$ cat src/design/iirdz_pkg.sv
// Shared types, widths and constants of the dead-zone IIR filter.
package iirdz_pkg;

   localparam int SAMPLE_WIDTH    = 32;
   localparam int COEF_WIDTH      = 32;
   localparam int DZ_WIDTH        = 31;
   localparam int CSR_INDEX_WIDTH = 3;
   localparam int DIGIT_WIDTH     = 8;
   localparam int NUM_DIGITS      = SAMPLE_WIDTH / DIGIT_WIDTH;
   localparam int NUM_FF_TAPS     = 3;
   localparam int NUM_FB_TAPS     = 2;
   localparam int NUM_TERMS       = NUM_FF_TAPS + NUM_FB_TAPS;
   localparam int ACC_WIDTH       = 66;
   localparam int DIV_STEPS       = ACC_WIDTH / 2;
   localparam int PART_WIDTH      = COEF_WIDTH + DIGIT_WIDTH + 1;

   localparam logic [COEF_WIDTH-1:0] EPS_Q28      = COEF_WIDTH'(268);
   localparam logic [COEF_WIDTH-1:0] A0_RESET     = COEF_WIDTH'(32'h1000_0000);
   localparam logic [SAMPLE_WIDTH-1:0] SAT_MAX    = {1'b0, {(SAMPLE_WIDTH-1){1'b1}}};
   localparam logic [SAMPLE_WIDTH-1:0] SAT_MIN    = {1'b1, {(SAMPLE_WIDTH-1){1'b0}}};

   typedef logic signed [SAMPLE_WIDTH-1:0] sample_type;
   typedef logic signed [COEF_WIDTH-1:0]   coef_type;
   typedef logic signed [ACC_WIDTH-1:0]    acc_type;

   typedef enum logic [CSR_INDEX_WIDTH-1:0] {
      CSR_NUM_COEF_0 = 3'd0,
      CSR_NUM_COEF_1 = 3'd1,
      CSR_NUM_COEF_2 = 3'd2,
      CSR_DEN_COEF_0 = 3'd3,
      CSR_DEN_COEF_1 = 3'd4,
      CSR_DEN_COEF_2 = 3'd5,
      CSR_DEAD_ZONE  = 3'd6
   } csr_index_type;

   localparam logic REQ_FILTER = 1'b0;
   localparam logic REQ_CLEAR  = 1'b1;

endpackage

$ cat src/design/iirdz_channels.sv
// Valid/ready channel interfaces of the dead-zone IIR filter.
interface iirdz_req_if import iirdz_pkg::*; ();
   logic       valid;
   logic       ready;
   logic       req_type;
   sample_type sample_in;
   modport source (output valid, req_type, sample_in, input ready);
   modport sink   (input valid, req_type, sample_in, output ready);
endinterface

interface iirdz_rsp_if import iirdz_pkg::*; ();
   logic       valid;
   logic       ready;
   sample_type filtered_out;
   logic       held;
   modport source (output valid, filtered_out, held, input ready);
   modport sink   (input valid, filtered_out, held, output ready);
endinterface

interface iirdz_csr_if import iirdz_pkg::*; ();
   logic                       valid;
   logic                       ready;
   logic [CSR_INDEX_WIDTH-1:0] index;
   logic [COEF_WIDTH-1:0]      data;
   modport source (output valid, index, data, input ready);
   modport sink   (input valid, index, data, output ready);
endinterface

$ cat src/design/iir_filter_with_output_dead_zone.sv
// Second-order direct form I IIR filter with an output dead zone, digit-serial datapath.
//
// The request channel carries one transaction per sample: a filter request pushes
// sample_in into the input history and produces exactly one response; a clear request
// zeroes both histories, keeps the last emitted value and produces no response.
// The configuration channel is always ready and writes coefficient registers b0..b2,
// a0..a2 and the dead zone by index; the user must write it only while the filter is idle,
// as the block does not enforce this. A filter transaction forms five products at four
// 8-bit digits each, takes magnitudes, runs a two-bit-per-cycle restoring divider by a0,
// and applies saturation and the dead zone. The next request is accepted in the cycle
// after the response is loaded, so the filter takes no new sample before the previous
// one is through.
// The response sits in an output register: a stalled receiver does not block the next
// request, which is only held in its final cycle until the previous response is taken.
// Reset is synchronous; it restores the coefficient defaults (a0 = 1.0), clears the
// histories and the last emitted value, and empties the output register.
module iir_filter_with_output_dead_zone import iirdz_pkg::*; (
   input  logic        clock,
   input  logic        reset,
   iirdz_req_if.sink   req_ch,
   iirdz_rsp_if.source rsp_ch,
   iirdz_csr_if.sink   csr_ch
);

   typedef enum logic [4:0] {
      S_IDLE  = 5'b00001,
      S_MAC   = 5'b00010,
      S_SETUP = 5'b00100,
      S_DIV   = 5'b01000,
      S_DONE  = 5'b10000
   } state_type;

   state_type state_ff, state_in;

   coef_type               b_ff [NUM_FF_TAPS];
   coef_type               a0_ff;
   coef_type               a_ff [NUM_FB_TAPS];
   logic [DZ_WIDTH-1:0]    dz_ff;
   sample_type             x_ff [NUM_FF_TAPS];
   sample_type             y_ff [NUM_FB_TAPS];
   sample_type             last_ff;

   logic [2:0]                        term_ff;
   logic [1:0]                        digit_ff;
   logic [SAMPLE_WIDTH-DIGIT_WIDTH-1:0] mul_sr_ff, mul_sr_in;
   acc_type                           acc_ff, acc_in;

   logic [ACC_WIDTH-1:0]    div_sr_ff, div_sr_in;
   logic [COEF_WIDTH-1:0]   rem_ff, rem_in;
   logic [SAMPLE_WIDTH:0]   quo_ff, quo_in;
   logic                    quo_ovf_ff, quo_ovf_in;
   logic [COEF_WIDTH-1:0]   dvs_ff;
   logic                    neg_ff, small_ff;
   logic [5:0]              div_cnt_ff;

   logic       rsp_valid_ff;
   sample_type rsp_data_ff;
   logic       rsp_held_ff;

   coef_type                coef_sel;
   sample_type              hist_sel;
   logic [DIGIT_WIDTH-1:0]  digit;
   logic signed [DIGIT_WIDTH:0] digit_s;
   logic signed [PART_WIDTH-1:0] partial;
   acc_type                 shifted;

   acc_type                 acc_mag;
   logic [COEF_WIDTH-1:0]   a0_mag;

   sample_type              y_new;
   logic signed [SAMPLE_WIDTH:0] diff;
   logic [SAMPLE_WIDTH:0]   diff_mag;
   logic                    held_new;

   logic req_fire, done_go;

   assign req_ch.ready = (state_ff == S_IDLE);
   assign csr_ch.ready = 1'b1;
   assign rsp_ch.valid = rsp_valid_ff;
   assign rsp_ch.filtered_out = rsp_data_ff;
   assign rsp_ch.held = rsp_held_ff;

   assign req_fire = req_ch.valid && req_ch.ready;
   assign done_go  = (state_ff == S_DONE) && (!rsp_valid_ff || rsp_ch.ready);

   // Multiply-accumulate: one 8-bit digit of the history operand per cycle.
   always_comb begin
      case (term_ff)
         3'd0:    begin coef_sel = b_ff[0]; hist_sel = x_ff[0]; end
         3'd1:    begin coef_sel = b_ff[1]; hist_sel = x_ff[1]; end
         3'd2:    begin coef_sel = b_ff[2]; hist_sel = x_ff[2]; end
         3'd3:    begin coef_sel = a_ff[0]; hist_sel = y_ff[0]; end
         3'd4:    begin coef_sel = a_ff[1]; hist_sel = y_ff[1]; end
         default: begin coef_sel = '0;      hist_sel = '0;      end
      endcase
      if (digit_ff == 2'd0) begin
         digit     = hist_sel[DIGIT_WIDTH-1:0];
         mul_sr_in = hist_sel[SAMPLE_WIDTH-1:DIGIT_WIDTH];
      end else begin
         digit     = mul_sr_ff[DIGIT_WIDTH-1:0];
         mul_sr_in = mul_sr_ff >> DIGIT_WIDTH;
      end
      if (digit_ff == 2'(NUM_DIGITS-1)) begin
         digit_s = {digit[DIGIT_WIDTH-1], digit};
      end else begin
         digit_s = {1'b0, digit};
      end
      partial = coef_sel * digit_s;
      shifted = ACC_WIDTH'(partial) <<< {digit_ff, 3'b000};
      if (term_ff >= 3'(NUM_FF_TAPS)) begin
         acc_in = acc_ff - shifted;
      end else begin
         acc_in = acc_ff + shifted;
      end
   end

   assign acc_mag = acc_ff[ACC_WIDTH-1] ? -acc_ff : acc_ff;
   assign a0_mag  = a0_ff[COEF_WIDTH-1] ? COEF_WIDTH'(-a0_ff) : a0_ff;

   // Restoring division, two quotient bits per cycle.
   always_comb begin
      logic [COEF_WIDTH:0] trial;
      logic                ge;
      rem_in     = rem_ff;
      quo_in     = quo_ff;
      quo_ovf_in = quo_ovf_ff;
      div_sr_in  = div_sr_ff;
      for (int k = 0; k < 2; k++) begin
         trial     = {rem_in, div_sr_in[ACC_WIDTH-1]};
         div_sr_in = div_sr_in << 1;
         ge        = (trial >= {1'b0, dvs_ff});
         if (ge) begin
            trial = trial - {1'b0, dvs_ff};
         end
         rem_in     = trial[COEF_WIDTH-1:0];
         quo_ovf_in = quo_ovf_in | quo_in[SAMPLE_WIDTH];
         quo_in     = {quo_in[SAMPLE_WIDTH-1:0], ge};
      end
   end

   // Saturation and dead zone.
   always_comb begin
      if (small_ff) begin
         y_new = '0;
      end else if (neg_ff) begin
         if (quo_ovf_ff || quo_ff > {1'b1, {SAMPLE_WIDTH{1'b0}}} >> 1) begin
            y_new = SAT_MIN;
         end else begin
            y_new = SAMPLE_WIDTH'(-quo_ff);
         end
      end else begin
         if (quo_ovf_ff || quo_ff > {1'b0, SAT_MAX}) begin
            y_new = SAT_MAX;
         end else begin
            y_new = quo_ff[SAMPLE_WIDTH-1:0];
         end
      end
      diff     = {y_new[SAMPLE_WIDTH-1], y_new} - {last_ff[SAMPLE_WIDTH-1], last_ff};
      diff_mag = diff[SAMPLE_WIDTH] ? (SAMPLE_WIDTH+1)'(-diff) : diff;
      held_new = (diff_mag < (SAMPLE_WIDTH+1)'(dz_ff));
   end

   always_comb begin
      state_in = state_ff;
      unique case (state_ff)
         S_IDLE: begin
            if (req_fire && req_ch.req_type == REQ_FILTER) begin
               state_in = S_MAC;
            end
         end
         S_MAC: begin
            if (digit_ff == 2'(NUM_DIGITS-1) && term_ff == 3'(NUM_TERMS-1)) begin
               state_in = S_SETUP;
            end
         end
         S_SETUP: state_in = S_DIV;
         S_DIV: begin
            if (div_cnt_ff == 6'(DIV_STEPS-1)) begin
               state_in = S_DONE;
            end
         end
         S_DONE: begin
            if (done_go) begin
               state_in = S_IDLE;
            end
         end
         default: state_in = S_IDLE;
      endcase
   end

   always_ff @(posedge clock) begin
      if (reset) begin
         state_ff     <= S_IDLE;
         rsp_valid_ff <= 1'b0;
         b_ff         <= '{default: '0};
         a0_ff        <= A0_RESET;
         a_ff         <= '{default: '0};
         dz_ff        <= '0;
         x_ff         <= '{default: '0};
         y_ff         <= '{default: '0};
         last_ff      <= '0;
      end else begin
         state_ff <= state_in;
         if (rsp_valid_ff && rsp_ch.ready && !done_go) begin
            rsp_valid_ff <= 1'b0;
         end
         if (csr_ch.valid) begin
            unique case (csr_ch.index)
               CSR_NUM_COEF_0: b_ff[0] <= csr_ch.data;
               CSR_NUM_COEF_1: b_ff[1] <= csr_ch.data;
               CSR_NUM_COEF_2: b_ff[2] <= csr_ch.data;
               CSR_DEN_COEF_0: a0_ff   <= csr_ch.data;
               CSR_DEN_COEF_1: a_ff[0] <= csr_ch.data;
               CSR_DEN_COEF_2: a_ff[1] <= csr_ch.data;
               CSR_DEAD_ZONE:  dz_ff   <= csr_ch.data[DZ_WIDTH-1:0];
               default: ;
            endcase
         end
         if (req_fire) begin
            if (req_ch.req_type == REQ_CLEAR) begin
               x_ff <= '{default: '0};
               y_ff <= '{default: '0};
            end else begin
               x_ff[2] <= x_ff[1];
               x_ff[1] <= x_ff[0];
               x_ff[0] <= req_ch.sample_in;
            end
         end
         if (done_go) begin
            y_ff[1]      <= y_ff[0];
            y_ff[0]      <= y_new;
            rsp_valid_ff <= 1'b1;
            if (!held_new) begin
               last_ff <= y_new;
            end
         end
      end
   end

   always_ff @(posedge clock) begin
      unique case (state_ff)
         S_IDLE: begin
            term_ff  <= '0;
            digit_ff <= '0;
            acc_ff   <= '0;
         end
         S_MAC: begin
            acc_ff    <= acc_in;
            mul_sr_ff <= mul_sr_in;
            digit_ff  <= digit_ff + 2'd1;
            if (digit_ff == 2'(NUM_DIGITS-1)) begin
               term_ff <= term_ff + 3'd1;
            end
         end
         S_SETUP: begin
            div_sr_ff  <= acc_mag;
            dvs_ff     <= a0_mag;
            small_ff   <= (a0_mag <= EPS_Q28);
            neg_ff     <= acc_ff[ACC_WIDTH-1] ^ a0_ff[COEF_WIDTH-1];
            rem_ff     <= '0;
            quo_ff     <= '0;
            quo_ovf_ff <= 1'b0;
            div_cnt_ff <= '0;
         end
         S_DIV: begin
            div_sr_ff  <= div_sr_in;
            rem_ff     <= rem_in;
            quo_ff     <= quo_in;
            quo_ovf_ff <= quo_ovf_in;
            div_cnt_ff <= div_cnt_ff + 6'd1;
         end
         S_DONE: begin
            if (done_go) begin
               rsp_data_ff <= held_new ? last_ff : y_new;
               rsp_held_ff <= held_new;
            end
         end
         default: ;
      endcase
   end

endmodule
$ cat src/flat_wrapper.sv
// flat-port wrapper written by rule: the top's interface ports become plain ports
module iir_filter_with_output_dead_zone_flat import iirdz_pkg::*;
  (clock, reset, req_ch_valid, req_ch_req_type, req_ch_sample_in, req_ch_ready, rsp_ch_valid, rsp_ch_filtered_out, rsp_ch_held, rsp_ch_ready, csr_ch_valid, csr_ch_index, csr_ch_data, csr_ch_ready);
  iirdz_req_if req_ch_i ();
  iirdz_rsp_if rsp_ch_i ();
  iirdz_csr_if csr_ch_i ();
  input  logic clock;
  input  logic reset;
  input wire logic [$bits(req_ch_i.valid)-1:0] req_ch_valid;
  input wire logic [$bits(req_ch_i.req_type)-1:0] req_ch_req_type;
  input wire logic [$bits(req_ch_i.sample_in)-1:0] req_ch_sample_in;
  output wire logic [$bits(req_ch_i.ready)-1:0] req_ch_ready;
  output wire logic [$bits(rsp_ch_i.valid)-1:0] rsp_ch_valid;
  output wire logic [$bits(rsp_ch_i.filtered_out)-1:0] rsp_ch_filtered_out;
  output wire logic [$bits(rsp_ch_i.held)-1:0] rsp_ch_held;
  input wire logic [$bits(rsp_ch_i.ready)-1:0] rsp_ch_ready;
  input wire logic [$bits(csr_ch_i.valid)-1:0] csr_ch_valid;
  input wire logic [$bits(csr_ch_i.index)-1:0] csr_ch_index;
  input wire logic [$bits(csr_ch_i.data)-1:0] csr_ch_data;
  output wire logic [$bits(csr_ch_i.ready)-1:0] csr_ch_ready;
  assign req_ch_i.valid = req_ch_valid;
  assign req_ch_i.req_type = req_ch_req_type;
  assign req_ch_i.sample_in = req_ch_sample_in;
  assign req_ch_ready = req_ch_i.ready;
  assign rsp_ch_valid = rsp_ch_i.valid;
  assign rsp_ch_filtered_out = rsp_ch_i.filtered_out;
  assign rsp_ch_held = rsp_ch_i.held;
  assign rsp_ch_i.ready = rsp_ch_ready;
  assign csr_ch_i.valid = csr_ch_valid;
  assign csr_ch_i.index = csr_ch_index;
  assign csr_ch_i.data = csr_ch_data;
  assign csr_ch_ready = csr_ch_i.ready;
  iir_filter_with_output_dead_zone u_core (.clock(clock), .reset(reset), .req_ch(req_ch_i), .rsp_ch(rsp_ch_i), .csr_ch(csr_ch_i));
endmodule
$ cat config.mk
export PLATFORM = sky130hd
export DESIGN_NAME = iir_filter_with_output_dead_zone_flat
export DESIGN_NICKNAME = d
export VERILOG_FILES = /design/src/design/iirdz_pkg.sv /design/src/design/iirdz_channels.sv /design/src/design/iir_filter_with_output_dead_zone.sv /design/src/flat_wrapper.sv
export SDC_FILE = /design/constraint.sdc
export NUM_CORES = 2
export LEC_CHECK = 0
export ABC_CLOCK_PERIOD_IN_PS = 16329
export BUFFER_PORTS_ARGS = -buffer_cell sky130_fd_sc_hd__buf_2
export CORE_AREA = 2 2 378 380
export CTS_BUF_LIST = sky130_fd_sc_hd__clkbuf_4 sky130_fd_sc_hd__clkbuf_8
export CTS_CLUSTER_DIAMETER = 150
export CTS_CLUSTER_SIZE = 30
export DETAILED_ROUTE_END_ITERATION = 8
export DIE_AREA = 0 0 380 382
export GPL_ROUTABILITY_DRIVEN = 0
export GPL_TIMING_DRIVEN = 0
export PLACE_DENSITY = 0.58
export SYNTH_ARGS = -nofsm -noshare
export SYNTH_HDL_FRONTEND = slang
export SYNTH_SLANG_ARGS = --single-unit
$ cat constraint.sdc
create_clock -name clock -period 16.33 [get_ports clock]
set_input_delay 2.4495 -clock clock [delete_from_list [all_inputs] [get_ports clock]]
set_output_delay 2.4495 -clock clock [all_outputs]
set_load 0.05 [all_outputs]
==> out/qor.yml <==
synth_simple_gate_area_share_pct: 20.4
reg2reg_from: "u_core.digit_ff[0]"
p_sw_share_pct: 49.1
p_per_area_nw_per_um2: 139
io_pins: 109
cts_resized: 0
fin_crit_sh_pct: 95.2
synth_ff_type: "dfxtp_1"
clk_path_buf_depth: 3
synth.yosys.seq_area_share_pct: 31.8
synth_area_um2: 54800
synth_nets: 7136
clk_latency_ns: 0.87
cts_tree: "built"
fin_nets: 7281
area_growth_pct: 6.74
hp-start: "u_core.a_ff[5]"
endpoint_kind: "register"
yosysTopAreaCell: "edfxtp_1"
crit_type: "reg -> reg"
setup-violations-final: 0
p_int_mw: 4.15
ir_worst_vdd_mv: 0.125
synth_top_area_share_pct: 16.4
p_leak_nw: 22.5
dpl.hpwl_um: 145000
detail_route.iter0.violations: 4802
dieHeight_um: 382
required_ns: 17.03
ant_nets: 0
dr_total_vias: 49400
crit_arrival_ns: 16.25
skew_ns: 0.0875
cts-root-buf: "clkbuf_8"
synthCells: 6537
r2r_end: "u_core.acc_ff[65]"
rows: 138
synth_fa_ha_area_share_pct: 15.2
grt_use_total_pct: 24.5
cts_inserted_buffers: 29
tns_ns: 0
coreArea_um2: 141000
clockPowerShare_pct: 10.0
utilization_pct: 41.5
ys_top_cells_by_area: "edfxtp_1 16%, dfxtp_1 15%, fa_1 8.6%"
grt_overflow_total: 0
grt_first_pass_wirelength_um: 282000
synth_most_common_cell: "nand2_1"
multiInputGateArea_um2: 34600
yosys-mux-area-fraction_pct: 1.48
fin_crit_ns: 15.54
synth-async-reset-ratio_pct: 0
antenna_found_initial: 13
seqPwrFrac_pct: 28.2
hold_end: "u_core.a_ff[5]"
die_area_um2: 145000
slew_headroom_pct: 2.82
slowest_stage: "a22oi_1"
r2r_slack_ns: 0.79
postCtsHoldBufs: 0
tightestPinTransition_ns: 1.46
grt_pass1_vias: 47100
routed_via_density: 5.75
max_freq_mhz: 64.3
synth_compound_area_share_pct: 20.7
portBuffers: 106
maxCapViolCount: 0
critPathMaxStageDelay_ns: 0.97
seqCellArea_um2: 17400
synth_xor_area_share_pct: 5.34
critPathMaxFanout: 10
power_switching_mw: 4.01
synth_common_cells: "985 x nand2_1, 620 x nor2_1, 613 x a21oi_1"
worst_slack_ns: 0.789
status: "complete, no violations"
drive_above_1_share_pct: 4.61
fin_hold_ws_ns: 0.465
dp_slack_ns: 0.104
synth-edff-count: 300
p_comb_share_pct: 61.8
post_cts_buffers: 0
h-tree-depth: 1
maxSlewViolCount: 0
path_clk_slew_ns: 0.19
avgSynthCellArea_um2: 8.38
rsz0062_at_grt: "false"
ys_warn_count: 0
synth-seq-cells: 721
wl_per_cell_um: 21.4
crit_path_frequent_cell: "clkbuf_1"
grt_max_degree: 68
routed_wl_um: 184000
die_w_um: 380
hold_viol_final: 0
dr.pass1.iters: 8
start_util_pct: 38.9
synth_top_family_by_area: "compound AO/OA/AOI/OAI gates"
synth_cell_types: 104
cts.sink_count: 721
hold_path_class: "reg -> reg"
cp-start-kind: "register"
worstHoldPathCells: 2
drcViolationCount: 0
nFillCells: 14400
reg2reg_depth: 47
[registers in the layout (all words and copies together), names as in the netlist]
| register | flops |
|---|---|
| u_core.a0_ff | 32 |
| u_core.a_ff | 64 |
| u_core.acc_ff | 66 |
| u_core.b_ff | 96 |
| u_core.digit_ff | 2 |
| u_core.div_cnt_ff | 6 |
| u_core.div_sr_ff | 66 |
| u_core.dvs_ff | 32 |
| u_core.dz_ff | 31 |
| u_core.last_ff | 32 |
| u_core.mul_sr_ff | 24 |
| u_core.neg_ff | 1 |
| u_core.quo_ff | 33 |
| u_core.quo_ovf_ff | 1 |
| u_core.rem_ff | 32 |
| u_core.rsp_ch.filtered_out | 32 |
| u_core.rsp_ch.held | 1 |
| u_core.rsp_ch.valid | 1 |
| u_core.small_ff | 1 |
| u_core.state_ff | 5 |
| u_core.term_ff | 3 |
| u_core.x_ff | 96 |
| u_core.y_ff | 64 |
[cell type report]
cell class | count | area share [%]
diodes | 7 | 0.0299
plain buffers | 367 | 2.42
clock buffers | 43 | 0.862
clock inverters | 6 | 0.141
inverters | 370 | 2.37
multi-input cells | 5079 | 59.2
flip-flops and latches | 721 | 29.8
well taps | 1890 | 4.04
repair buffers | 114 | 1.16
[metrics by stage]
step,area [um2],std cells,total power [mW]
6_report,58500,8597,8.16
5_1_grt,58500,8593,8.78
4_1_cts,58400,8588,8.12
3_5_place_dp,57800,8539,7.29
3_3_place_gp,57700,8533,7.24
2_1_floorplan,54800,6537,5.97
[worst max-delay path: cells and delay by family (launching register included)]
kind / cells / cell delay, ns
AO/OA/AOI/OAI: 14 / 4.72
flip-flops: 1 / 0.43
adder cells (fa/ha/maj): 8 / 3.59
XOR/XNOR: 1 / 0.19
buffers and inverters: 13 / 3.62
AND/OR/NAND/NOR: 10 / 2.43
multiplexers: 1 / 0.42
[per-layer routing]
metal	wire length (um)	GRT usage, %
met5	17	0
met4	5820	6.76
met3	12600	2.41
met2	81000	38.8
met1	84500	35.4
[how the worst max path moves through the flow]
stage	from	end	slack (ns)	cells past startpoint
after global placement	u_core.digit_ff[1]	u_core.acc_ff[65]	0.1	47
after floorplan	u_core.digit_ff[1]	u_core.acc_ff[65]	4.15	47
after global routing	u_core.digit_ff[0]	u_core.acc_ff[65]	0.07	47
after CTS	u_core.digit_ff[1]	u_core.acc_ff[65]	0.05	47
final	u_core.digit_ff[0]	u_core.acc_ff[65]	0.79	47
after detailed placement	u_core.digit_ff[1]	u_core.acc_ff[65]	0.10	47
[layout by cell type (no fill, tap or decap), types with 45 or more instances in the layout]
cell type and instances:
xor2_1 156, inv_1 366, nand4_1 59, a21o_1 108
fa_1 235, nand3_1 102, a22oi_1 152, o31ai_1 54
mux2i_1 46, or3_1 52, nor3b_1 106, dfxtp_1 421
o21a_1 52, clkbuf_1 327, o21ai_0 299, nand2b_1 47
a31oi_1 45, edfxtp_1 300, xnor2_1 178, buf_2 120
nor2_1 620, ha_1 291, and2_1 72, nor3_1 93
nor2b_1 68, and4_1 54, nand2_1 983, a21oi_1 613
[logic make-up after synthesis]
kind of cell | after synthesis
other | 1
AO/OA/AOI/OAI | 1755
adder cells (fa/ha/maj) | 526
XOR/XNOR | 334
flip-flops | 721
multiplexers | 74
buffers and inverters | 737
AND/OR/NAND/NOR | 2389
[power groups by stage]
| stage | Clock [mW] | Sequential, mW | Combinational [mW] |
|---|---|---|---|
| after floorplan | 0 | 2.29 | 3.68 |
| after global placement | 0 | 2.36 | 4.88 |
| after detailed placement | 0 | 2.34 | 4.95 |
| after CTS | 0.843 | 2.30 | 4.98 |
| after global routing | 0.888 | 2.32 | 5.57 |
| final | 0.816 | 2.30 | 5.04 |
Power figures use the tool's default switching activity.
